### config.mk
export PLATFORM = sky130hd
export DESIGN_NAME = button_gesture_decoder_core
export DESIGN_NICKNAME = d
export VERILOG_FILES = /design/src/rtl/core/bgd_pkg.sv /design/src/rtl/core/button_gesture_decoder_core.sv
export SDC_FILE = /design/constraint.sdc
export NUM_CORES = 1
export LEC_CHECK = 0
export BUFFER_PORTS_ARGS = -buffer_cell sky130_fd_sc_hd__buf_2
export CAP_MARGIN = 10
export CORE_MARGIN = 10
export CORE_UTILIZATION = 45
export CTS_CLUSTER_DIAMETER = 100
export CTS_CLUSTER_SIZE = 14
export DETAILED_ROUTE_END_ITERATION = 12
export PLACE_DENSITY = 0.7
export SYNTH_ARGS = -nofsm -noshare
export SYNTH_HDL_FRONTEND = slang
export SYNTH_SLANG_ARGS = --single-unit
### constraint.sdc
create_clock -name aclk -period 2.4 [get_ports aclk]
set_clock_uncertainty 0.05 [all_clocks]
set_input_delay 0.24 -clock aclk [delete_from_list [all_inputs] [get_ports aclk]]
set_output_delay 0.24 -clock aclk [all_outputs]
set_load 0.03 [all_outputs]
### src/rtl/core/bgd_pkg.sv
// Shared definitions for the button gesture decoder: timer width, event and
// gesture codes, configuration register indexes and the countdown load helper.
// No dependencies.
`timescale 1ns / 1ps

package bgd_pkg;

    localparam int TIMER_BITS = 16;
    localparam int CFG_BITS   = 16;
    localparam int INDEX_BITS = 1;

    typedef logic [TIMER_BITS-1:0] timer_t;
    typedef logic [CFG_BITS-1:0]   cfg_word_t;

    // event kinds
    localparam logic [1:0] MODE_TICK    = 2'd0;
    localparam logic [1:0] MODE_PRESS   = 2'd1;
    localparam logic [1:0] MODE_RELEASE = 2'd2;

    // gestures
    localparam logic [1:0] ACT_SLEEP = 2'd0;
    localparam logic [1:0] ACT_MARK  = 2'd1;
    localparam logic [1:0] ACT_HOME  = 2'd2;
    localparam logic [1:0] ACT_POWER = 2'd3;

    // configuration register indexes
    localparam logic [INDEX_BITS-1:0] REG_DOUBLE_GAP = 1'd0;
    localparam logic [INDEX_BITS-1:0] REG_HOLD       = 1'd1;

    localparam cfg_word_t DOUBLE_GAP_RESET = CFG_BITS'(350);
    localparam cfg_word_t HOLD_RESET       = CFG_BITS'(5000);

    localparam logic [32:0] TIMER_MAX = (33'(1) << TIMER_BITS) - 33'(1);

    // Countdown preload, saturating when the timer is narrower than the register.
    function automatic timer_t timer_load(input cfg_word_t v);
        logic [32:0] wide;
        wide = 33'(v);
        if (wide > TIMER_MAX) begin
            return TIMER_MAX[TIMER_BITS-1:0];
        end
        return wide[TIMER_BITS-1:0];
    endfunction

endpackage

### src/rtl/core/button_gesture_decoder_core.sv
// Button gesture decoder top level: countdown state, event decode and the
// result register. Depends on bgd_pkg.
`timescale 1ns / 1ps

// One transaction per cycle: every event (tick, press, release) is decoded in
// the cycle it is accepted, and any gesture it causes appears on the m_ channel
// on the next cycle from a single result register. s_ready is high whenever
// that register is empty or being drained in the same cycle, so the sustained
// rate is one event per clock while the output side keeps up. Ticks are one
// millisecond each; the hold and double-gap windows are counted in ticks from
// the configuration registers, and a press inside the gap window reports home.
module button_gesture_decoder_core (
    input  logic                           aclk,
    input  logic                           aresetn,
    input  logic                           cfg_we,
    input  logic [bgd_pkg::INDEX_BITS-1:0] cfg_index,
    input  logic [bgd_pkg::CFG_BITS-1:0]   cfg_wdata,
    input  logic                           s_valid,
    output logic                           s_ready,
    input  logic [1:0]                     s_mode,
    input  logic                           s_recording_active,
    output logic                           m_valid,
    input  logic                           m_ready,
    output logic [1:0]                     m_action
);

    bgd_pkg::cfg_word_t double_gap_reg;
    bgd_pkg::cfg_word_t hold_ticks_reg;

    bgd_pkg::timer_t hold_count_reg, hold_count_next;
    bgd_pkg::timer_t gap_count_reg,  gap_count_next;
    logic hold_armed_reg,      hold_armed_next;
    logic gap_armed_reg,       gap_armed_next;
    logic hold_done_reg,       hold_done_next;
    logic awaiting_second_reg, awaiting_second_next;

    logic       out_valid_reg;
    logic [1:0] out_action_reg;

    logic       accept;
    logic       res_valid;
    logic [1:0] res_action;
    logic       hold_exp;
    logic       gap_exp;

    assign s_ready  = !out_valid_reg || m_ready;
    assign accept   = s_valid && s_ready;
    assign m_valid  = out_valid_reg;
    assign m_action = out_action_reg;

    assign hold_exp = hold_armed_reg && (hold_count_reg <= bgd_pkg::TIMER_BITS'(1));
    assign gap_exp  = gap_armed_reg && (gap_count_reg <= bgd_pkg::TIMER_BITS'(1));

    always_comb begin
        hold_count_next      = hold_count_reg;
        gap_count_next       = gap_count_reg;
        hold_armed_next      = hold_armed_reg;
        gap_armed_next       = gap_armed_reg;
        hold_done_next       = hold_done_reg;
        awaiting_second_next = awaiting_second_reg;
        res_valid            = 1'b0;
        res_action           = bgd_pkg::ACT_SLEEP;

        case (s_mode)
            bgd_pkg::MODE_TICK: begin
                if (hold_armed_reg) begin
                    if (hold_exp) begin
                        hold_count_next = '0;
                        hold_armed_next = 1'b0;
                    end else begin
                        hold_count_next = hold_count_reg - bgd_pkg::TIMER_BITS'(1);
                    end
                end
                if (gap_armed_reg) begin
                    if (gap_exp) begin
                        gap_count_next = '0;
                        gap_armed_next = 1'b0;
                    end else begin
                        gap_count_next = gap_count_reg - bgd_pkg::TIMER_BITS'(1);
                    end
                end
                // hold wins over a simultaneous gap expiry
                if (hold_exp) begin
                    hold_done_next       = 1'b1;
                    gap_armed_next       = 1'b0;
                    gap_count_next       = '0;
                    awaiting_second_next = 1'b0;
                    res_valid            = 1'b1;
                    res_action           = bgd_pkg::ACT_POWER;
                end else if (gap_exp) begin
                    awaiting_second_next = 1'b0;
                    res_valid            = 1'b1;
                    res_action           = s_recording_active ? bgd_pkg::ACT_MARK
                                                              : bgd_pkg::ACT_SLEEP;
                end
            end
            bgd_pkg::MODE_PRESS: begin
                hold_done_next = 1'b0;
                if (awaiting_second_reg) begin
                    gap_armed_next       = 1'b0;
                    gap_count_next       = '0;
                    hold_armed_next      = 1'b0;
                    hold_count_next      = '0;
                    awaiting_second_next = 1'b0;
                    res_valid            = 1'b1;
                    res_action           = bgd_pkg::ACT_HOME;
                end else begin
                    hold_count_next = bgd_pkg::timer_load(hold_ticks_reg);
                    hold_armed_next = 1'b1;
                end
            end
            bgd_pkg::MODE_RELEASE: begin
                hold_armed_next = 1'b0;
                hold_count_next = '0;
                if (hold_done_reg) begin
                    // release that ends a long press is swallowed
                    hold_done_next = 1'b0;
                end else begin
                    awaiting_second_next = 1'b1;
                    gap_count_next       = bgd_pkg::timer_load(double_gap_reg);
                    gap_armed_next       = 1'b1;
                end
            end
            default: begin
            end
        endcase
    end

    always_ff @(posedge aclk) begin
        if (!aresetn) begin
            double_gap_reg      <= bgd_pkg::DOUBLE_GAP_RESET;
            hold_ticks_reg      <= bgd_pkg::HOLD_RESET;
            hold_count_reg      <= '0;
            gap_count_reg       <= '0;
            hold_armed_reg      <= 1'b0;
            gap_armed_reg       <= 1'b0;
            hold_done_reg       <= 1'b0;
            awaiting_second_reg <= 1'b0;
            out_valid_reg       <= 1'b0;
        end else begin
            if (cfg_we) begin
                case (cfg_index)
                    bgd_pkg::REG_DOUBLE_GAP: double_gap_reg <= cfg_wdata;
                    bgd_pkg::REG_HOLD:       hold_ticks_reg <= cfg_wdata;
                    default: begin
                    end
                endcase
            end
            if (accept) begin
                hold_count_reg      <= hold_count_next;
                gap_count_reg       <= gap_count_next;
                hold_armed_reg      <= hold_armed_next;
                gap_armed_reg       <= gap_armed_next;
                hold_done_reg       <= hold_done_next;
                awaiting_second_reg <= awaiting_second_next;
                out_valid_reg       <= res_valid;
            end else if (m_ready) begin
                out_valid_reg <= 1'b0;
            end
        end
    end

    always_ff @(posedge aclk) begin
        if (accept && res_valid) begin
            out_action_reg <= res_action;
        end
    end

`ifndef SYNTHESIS
    // a pending single always has its gap countdown running
    a_gap_tracks_waiting: assert property (@(posedge aclk) disable iff (!aresetn)
        gap_armed_reg == awaiting_second_reg)
        else $error("gap countdown and pending single disagree");

    // once the hold has fired its countdown is no longer running
    a_hold_done_disarmed: assert property (@(posedge aclk) disable iff (!aresetn)
        hold_done_reg |-> !hold_armed_reg)
        else $error("hold countdown still armed after firing");

    // a press inside the double window reports home on the next cycle
    a_double_home: assert property (@(posedge aclk) disable iff (!aresetn)
        (accept && s_mode == bgd_pkg::MODE_PRESS && awaiting_second_reg)
        |=> (m_valid && m_action == bgd_pkg::ACT_HOME))
        else $error("double press did not report home");
`endif

endmodule
# Word-level counts from Yosys, hierarchy flattened
# Cells that the tools add are included.
[word_totals]
inputBits = 25
elab_cells = 78
reg_bits = 71
[op_classes]
add_sub_neg = 2
magnitude_cmp = 2
n_mux = 36
n_bitwise = 1
eq_ne = 8
n_reduce_logical = 19
[ops]
columns = ["cell", "n"]
rows = [
  ["16-bit 2-to-1 mux", 8],
  ["16-bit case mux with 3 select lines", 2],
  ["16-bit by 1-bit <= comparator with 1-bit output, second input constant", 2],
  ["16-bit by 1-bit subtractor with 16-bit output, second input constant", 2],
  ["1-bit 2-to-1 mux", 18],
  ["1-bit case mux with 3 select lines", 3],
  ["2-bit inequality test, second input constant", 4],
  ["4-bit AND reduction", 2],
  ["3-bit inequality test, second input constant", 2],
  ["2-bit AND reduction", 3],
  ["3-bit AND reduction", 2],
  ["5-bit AND reduction", 1],
  ["1-bit logical AND", 4],
  ["2-bit 2-to-1 mux", 2],
  ["1-bit case mux with 2 select lines", 2],
  ["2-bit case mux with 2 select lines", 1],
  ["2-bit nonzero test", 2],
  ["3-bit nonzero test", 1],
  ["2-bit by 1-bit == test with 1-bit output, second input constant", 1],
  ["2-bit == test, second input constant", 1],
  ["2-bit logical NOT", 1],
  ["2-bit OR reduction", 1],
  ["1-bit logical NOT", 1],
  ["1-bit logical OR", 1],
  ["1-bit inverter", 1],
]

# Logic depth before layout (Yosys ltp)
# Gate-level depths: netlist of run 1.
[logic_depth]
ltp_word = 6
depth_mapped = 10

# Least setup slack after synthesis of run 1
# Ideal clock, no wire load.
[synth_path]
kind = "register -> register"
from = "reg out_valid_reg (netlist: m_valid)"
to = "reg gap_count_reg[2]"
required_time_ns = 2.233
stages_incl_launch_ff = 8
path_slack_ns = 0.093
arrival_time_ns = 2.140
path_cell_list = "dfxtp_1 -> nand2b_1 -> clkbuf_1 -> nand3b_1 -> a221oi_1 -> o21a_1 -> o21ai_0 -> a32o_1"
[synth_between]
elab_chain_cells = 4
[synth_lines]
columns = ["element", "line_no", "source"]
rows = [
  ["start: declaration", "button_gesture_decoder_core.sv:37", "logic out_valid_reg;"],
  ["start signal: assignment", "button_gesture_decoder_core.sv:156", "out_valid_reg <= res_valid;"],
  ["1-bit logical NOT", "button_gesture_decoder_core.sv:46", "assign s_ready = !out_valid_reg || m_ready;"],
  ["1-bit logical OR", "button_gesture_decoder_core.sv:46", ""],
  ["via s_ready", "button_gesture_decoder_core.sv:19", "output logic s_ready,"],
  ["1-bit logical AND", "button_gesture_decoder_core.sv:47", "assign accept = s_valid && s_ready;"],
  ["5-bit AND reduction (no line)", "--", ""],
  ["end signal: assignment", "button_gesture_decoder_core.sv:151", "gap_count_reg <= gap_count_next;"],
  ["end: declaration", "button_gesture_decoder_core.sv:31", "bgd_pkg::timer_t gap_count_reg, gap_count_next;"],
]
# The timed path passes the listed nets, and every way through them passes these cells.
# A chain may end at the register's enable or synchronous reset.

# Worst setup path in the final report of run 1
[layout_path]
from = "reg gap_count_reg[5]"
to = "reg out_action_reg[1] (netlist: m_action[1]), enable pin"
[layout_between]
elab_chain_cells = 6
[layout_lines]
columns = ["element", "line_no", "source"]
rows = [
  ["16-bit by 1-bit <= comparator with 1-bit output", "button_gesture_decoder_core.sv:52", "assign gap_exp = gap_armed_reg && (gap_count_reg <= bgd_pkg::TIMER_BITS'(1));"],
  ["1-bit logical AND", "button_gesture_decoder_core.sv:52", ""],
  ["1-bit 2-to-1 mux", "button_gesture_decoder_core.sv:90", "end else if (gap_exp) begin"],
  ["1-bit 2-to-1 mux", "button_gesture_decoder_core.sv:83", "if (hold_exp) begin"],
  ["1-bit case mux with 2 select lines", "button_gesture_decoder_core.sv:64", "case (s_mode)"],
  ["1-bit logical AND", "button_gesture_decoder_core.sv:164", "if (accept && res_valid) begin"],
  ["end signal: assignment", "button_gesture_decoder_core.sv:165", "out_action_reg <= res_action;"],
  ["end: declaration", "button_gesture_decoder_core.sv:38", "logic [1:0] out_action_reg;"],
]
# Every way passes these cells.

==> impl_metrics.toml, run 1 <==
[power]
p_sw_w = 0.000970
vdd_drop_max_mv = 0.373
p_int_w = 0.00217
p_leak_nw = 1.60
pwr-share-seq = 0.422
p_per_area_nw_per_um2 = 771
p_comb_frac = 0.245
p_clk_frac = 0.333
p_sw_frac = 0.309
power_w = 0.00314

[routing]
routed_wl_um = 9860
vias_per_cell = 5.90
wire_per_inst_um = 16.4
first_pass_iters = 5
drcViolationCount = 0
drtAntennaViolNets = 0
drt_iter0_markers = 339
route.vias.total = 3542

[global_route]
grt_first_pass_wirelength_um = 16300
grt_overflow = 0
grt_antenna_before_repair = 0
first_global_vias = 3320
grt_start_max_net_pins = 31
grt_usage = 0.171

[yosys]
syn_inst = 463
postSynthAreaPerCell_um2 = 7.63
ys_dominant_reg_cell = "dfxtp_1"
synth_seq_cells = 71
synth_warnings = 0
syn_area_um2 = 3530
synth_edf_count = 2
synth_cell_type_count = 54
ys_async_sr_fraction = 0
synthesis.nets = 496
yosysSeqAreaShare = 0.408

[clock_tree]
cts_setup_buffers = 0
clock-root-buffer = "clkbuf_8"
cts.sinks = 71
numCtsBuffers = 9
insertion_delay_ps = 350
clk_pin_slew_ps = 80
cts_max_level = 3
cts_tree = "done"
cts_buffer_depth = 2

[timing]
worstMarginPinSlew_ps = 681
hold_slack_ps = 76.5
slew_headroom = 0.546
hold_violations = 0
rsz0062_at_grt = "no"
fin_crit_sh = 0.947
maxSlewViolCount = 0
setup_viol = 0
min_period_ps = 2270
max_freq_mhz = 440
setup_tns_ps = 0

[placed_design]
port_buffers = 28
dp_cells = 584
hpwl_um = 6970
gp_congestion = 0.876
placed_area_um2 = 3830

[worst_setup_path]
endpoint_kind = "flop"
worst_path_largest_cell_delay_ps = 580
start_kind = "flop"
required_ps = 2390
arrival_ps = 2270
critPathTopFamily = "simple AND/OR/NAND/NOR gates"
slowest_stage = "or4_4"
path_cells = "or4_4 -> nor4_4 -> and4_4 -> o21ai_0 -> a21oi_1"
cp_max_fo = 6
crit_type = "flop to flop"
path_buf_inv = 0

[run]
maxCapViolations = 0

[outcome]
status = "finished, final reports clean"

[cells_and_area]
drive_gt1_frac = 0.147
fin_area_um2 = 4080
final_common_cell = "nand2_1"
final_cell_mix = "101 x nand2_1, 69 x dfxtp_1, 56 x a21oi_1"
fin_cells = 600
nNetsFinal = 526
syn2layout_area_growth_pct = 15.4
antennaDiodeCount = 0

[floorplanning]
die_area_um2 = 11800
fp.dieH_um = 109
initial_utilization = 0.459
core_area_um2 = 7690
ioPinCount = 29
placementRows = 32
die_x_um = 109

[min_path]
hp-class = "primary input to flop"
## repair_timing
item / in CTS / in global routing
resized for setup: 0 / 6
hold buffers: 0 / 0
endpoints found under the setup margin: 0 / 14
## metrics by stage
stage               setup slack [ps]   util
finish                           128  0.530
global route                    10.9  0.530
CTS                             56.5  0.527
detailed placement              72.0  0.498
global placement                 145  0.498
floorplan                       92.6      -
## path summary, 6_finish.rpt
path	startpoint	endpoint	slack (ps)	depth (start not counted)
max	gap_count_reg[5]	m_action[1]	130	5
min	cfg_wdata[8]	hold_ticks_reg[8]	80	3
max reg2reg	gap_count_reg[5]	m_action[1]	130	5
min reg2reg	hold_ticks_reg[5]	hold_ticks_reg[5]	410	2
## cell type report
class | instances | area, µm²
fillers | 771 | 3610
multi-input cells | 349 | 1950
flip-flops and latches | 71 | 1440
repair buffers | 47 | 283
clock buffers | 14 | 184
well taps | 102 | 128
inverters | 15 | 56.3
clock inverters | 2 | 35.0
## worst reg2reg max path: stages (launching register included)
cell and delay, ps:
dfxtp_1 360, or4_4 580, nor4_4 270, and4_4 330, o21ai_0 130, a21oi_1 250
## per-layer routing
metal / up-vias / global-route usage / share of wire
li1: 1720 / - / -
met1: 1656 / 0.238 / 0.47
met2: 146 / 0.244 / 0.44
met3: 20 / 0.0363 / 0.067
met4: 0 / 0.0810 / 0.022
met5: - / 0 / 0
## cell families (layout without fill, tap and decap cells)
logic type,after synthesis,count (layout),synth area share
AND/OR/NAND/NOR,202,202,0.272
AO/OA/AOI/OAI,139,139,0.243
flip-flops,71,71,0.408
buffers and inverters,43,78,0.0478
adder cells (fa/ha/maj),8,8,0.0283
## synthesized netlist by cell type, drive strengths merged, types with 2 or more instances
cell / number / area, µm²
o21ai: 27 / 139
nand2: 102 / 383
nand4b: 2 / 17.5
nand4: 2 / 12.5
a21oi: 56 / 280
and3: 5 / 31.3
nor2: 21 / 86.3
a22oi: 7 / 52.6
nor4: 10 / 77.6
a22o: 2 / 17.5
a211oi: 2 / 15.0
o21a: 2 / 15.0
ha: 8 / 100
nor3: 12 / 60.1
or4: 2 / 18.8
and4: 2 / 20.0
buf: 5 / 26.3
a32oi: 6 / 52.6
inv: 14 / 52.6
edfxtp: 2 / 60.1
nor3b: 3 / 22.5
o22ai: 10 / 62.6
a41oi: 2 / 17.5
a221oi: 2 / 17.5
and2: 5 / 31.3
clkbuf: 23 / 86.3
a32o: 6 / 60.1
or3: 2 / 12.5
o211ai: 2 / 15.0
dfxtp: 69 / 1380
nand3: 24 / 120
a31oi: 7 / 43.8
nor2b: 2 / 12.5
nand2b: 4 / 25.0
## power by group through the flow
stage	registers (W)	logic [W]	clock network (W)
after floorplan	0.00133	0.000523	0
after global placement	0.00134	0.000732	0
after detailed placement	0.00135	0.000746	0
after CTS	0.00132	0.000750	0.00106
after global routing	0.00134	0.000852	0.00113
final	0.00132	0.000770	0.00105
No activity file was read; power rests on OpenSTA's default activity.
==> inputs of run 2 (changes only) <==
--- a/config.mk
+++ b/config.mk
@@ -7,5 +7,5 @@
 export LEC_CHECK = 0
 export BUFFER_PORTS_ARGS = -buffer_cell sky130_fd_sc_hd__buf_2
-export CAP_MARGIN = 10
+export CAP_MARGIN = 20
 export CORE_MARGIN = 10
 export CORE_UTILIZATION = 45
@@ -13,4 +13,5 @@
 export CTS_CLUSTER_SIZE = 14
 export DETAILED_ROUTE_END_ITERATION = 12
+export HOLD_SLACK_MARGIN = 0.02
 export PLACE_DENSITY = 0.7
 export SYNTH_ARGS = -nofsm -noshare
==> constraint.sdc (replaced) <==
create_clock -name aclk -period 2.4 [get_ports aclk]
set_clock_uncertainty 0.05 [all_clocks]
set_input_delay 0.48 -clock aclk [delete_from_list [all_inputs] [get_ports aclk]]
set_output_delay 0.48 -clock aclk [all_outputs]
set_load 0.03 [all_outputs]
==> run 2 against run 1 <==
Compared with the run above: via count barely moved; hold slack improved by 250 ps; worst setup slack about the same; die area is the same; sequential power about the same; first-iteration DRC count shrank 11%; combinational power is 2% higher; register-to-register slack about the same; final cell count increased by 0.50%; maximum frequency barely moved; final area decreased by 0.25%; critical path type unchanged; critical endpoint is now gap_count_reg[2]; highest routed layer unchanged.
==> impl_metrics.toml, run 2 (synthesis results as in run 1) <==
[cells_and_area]
nNetsFinal = 529
antennaDiodeCount = 0
fin_area_um2 = 4070
drive_gt1_frac = 0.158
final_common_cell = "nand2_1"
final_cell_mix = "101 x nand2_1, 67 x dfxtp_1, 56 x a21oi_1"
syn2layout_area_growth_pct = 15.1

[routing]
wire_per_inst_um = 16.7
routed_wl_um = 10100
first_pass_iters = 5
drtAntennaViolNets = 0
drcViolationCount = 0
drt_iter0_markers = 303
vias_per_cell = 5.88
route.vias.total = 3544

[power]
p_per_area_nw_per_um2 = 750
vdd_drop_max_mv = 0.340
p_leak_nw = 1.60

[global_route]
grt_usage = 0.178
grt_start_max_net_pins = 42
grt_antenna_before_repair = 0
first_global_vias = 3466
grt_first_pass_wirelength_um = 17000
grt_overflow = 0

[floorplanning]
placementRows = 32
fp.dieH_um = 109
die_x_um = 109
core_area_um2 = 7690
die_area_um2 = 11800
initial_utilization = 0.459
ioPinCount = 29

[worst_setup_path]
endpoint_kind = "flop"
worst_path_largest_cell_delay_ps = 570
slowest_stage = "or4_4"
critPathTopFamily = "simple AND/OR/NAND/NOR gates"
crit_type = "flop to flop"
crit_top_cell = "a32o_1"
required_ps = 2580
arrival_ps = 2460
start_kind = "flop"
path_cells = "or4_4 -> nor4_4 -> and4_4 -> nor2_4 -> a32o_1 -> a32o_1"
cp_max_fo = 17
path_buf_inv = 0

[clock_tree]
cts.hold.buffers_added = 0
numCtsBuffers = 9
cts.sinks = 71
ctsResizeCount = 0
cts_buffer_depth = 2
cts_setup_buffers = 0
clk_pin_slew_ps = 70
cts_max_level = 3
clock-root-buffer = "clkbuf_8"
insertion_delay_ps = 350
cts_tree = "done"

[min_path]
hp-class = "primary input to flop"

[timing]
fin_crit_sh = 0.947
max_freq_mhz = 440
setup_viol = 0
maxSlewViolCount = 0
worstMarginPinSlew_ps = 660
min_period_ps = 2270
setup_tns_ps = 0
hold_violations = 0
worst_slack_ps = 128
rsz0062_at_grt = "no"
slew_headroom = 0.560
hold_slack_ps = 323

[outcome]
status = "finished, final reports clean"

[placed_design]
placed_area_um2 = 3850
dp_slack_ps = 127
gp_congestion = 0.873
hpwl_um = 7240
port_buffers = 28

[run]
maxCapViolations = 0
run 2: cell count changes in the layout (fill, tap and decap cells not counted), moves of 2 or more:
cell      delta
buf_4        +3
dfxtp_1      -2
clkinv_2     +2
dfxtp_2      +2
run 2: worst register-to-register path: stages (launching register included):
cell     delay (ps)
dfxtp_2         360
or4_4           570
nor4_4          290
and4_4          310
nor2_4          100
a32o_1          290
a32o_1          200
run 2: cell type report:
type	instances	area [µm²]
Inverter	15	56.3
Tap cell	102	128
Multi-Input combinational cell	349	1940
Clock buffer	12	145
Fill cell	763	3620
Clock inverter	4	45.0
Timing Repair Buffer	50	305
Sequential cell	71	1440
run 2: worst paths after layout:
| check | cells past startpoint | slack, ps | to | start |
|---|---|---|---|---|
| setup / recovery | 6 | 130 | gap_count_reg[2] | gap_count_reg[5] |
| hold / removal | 3 | 320 | double_gap_reg[4] | cfg_wdata[4] |
| setup reg to reg | 6 | 130 | gap_count_reg[2] | gap_count_reg[5] |
| hold reg to reg | 2 | 410 | double_gap_reg[5] | double_gap_reg[5] |
run 2: stage by stage:
step / std cells / util / total power, W
after CTS: 603 / 0.526 / 0.00304
final: 603 / 0.529 / 0.00305
after floorplan: 463 / - / 0.00185
after detailed placement: 587 / 0.501 / 0.00211
after global routing: 603 / 0.529 / 0.00323
after global placement: 587 / 0.501 / 0.00208
run 2: per-layer routing:
layer	wire, µm	GRT usage	part of all wire	up-vias
met3	577	0.0357	0.057	15
met2	4530	0.271	0.45	114
met4	142	0.0584	0.014	0
met5	0	0	0	-
met1	4810	0.245	0.48	1679
li1	-	-	-	1736
run 2: report_power, final:
group          leakage, nW  switching (W)  internal, W
clock network        0.100       0.000434     0.000504
logic                0.912       0.000459     0.000323
registers            0.587      0.0000698      0.00126
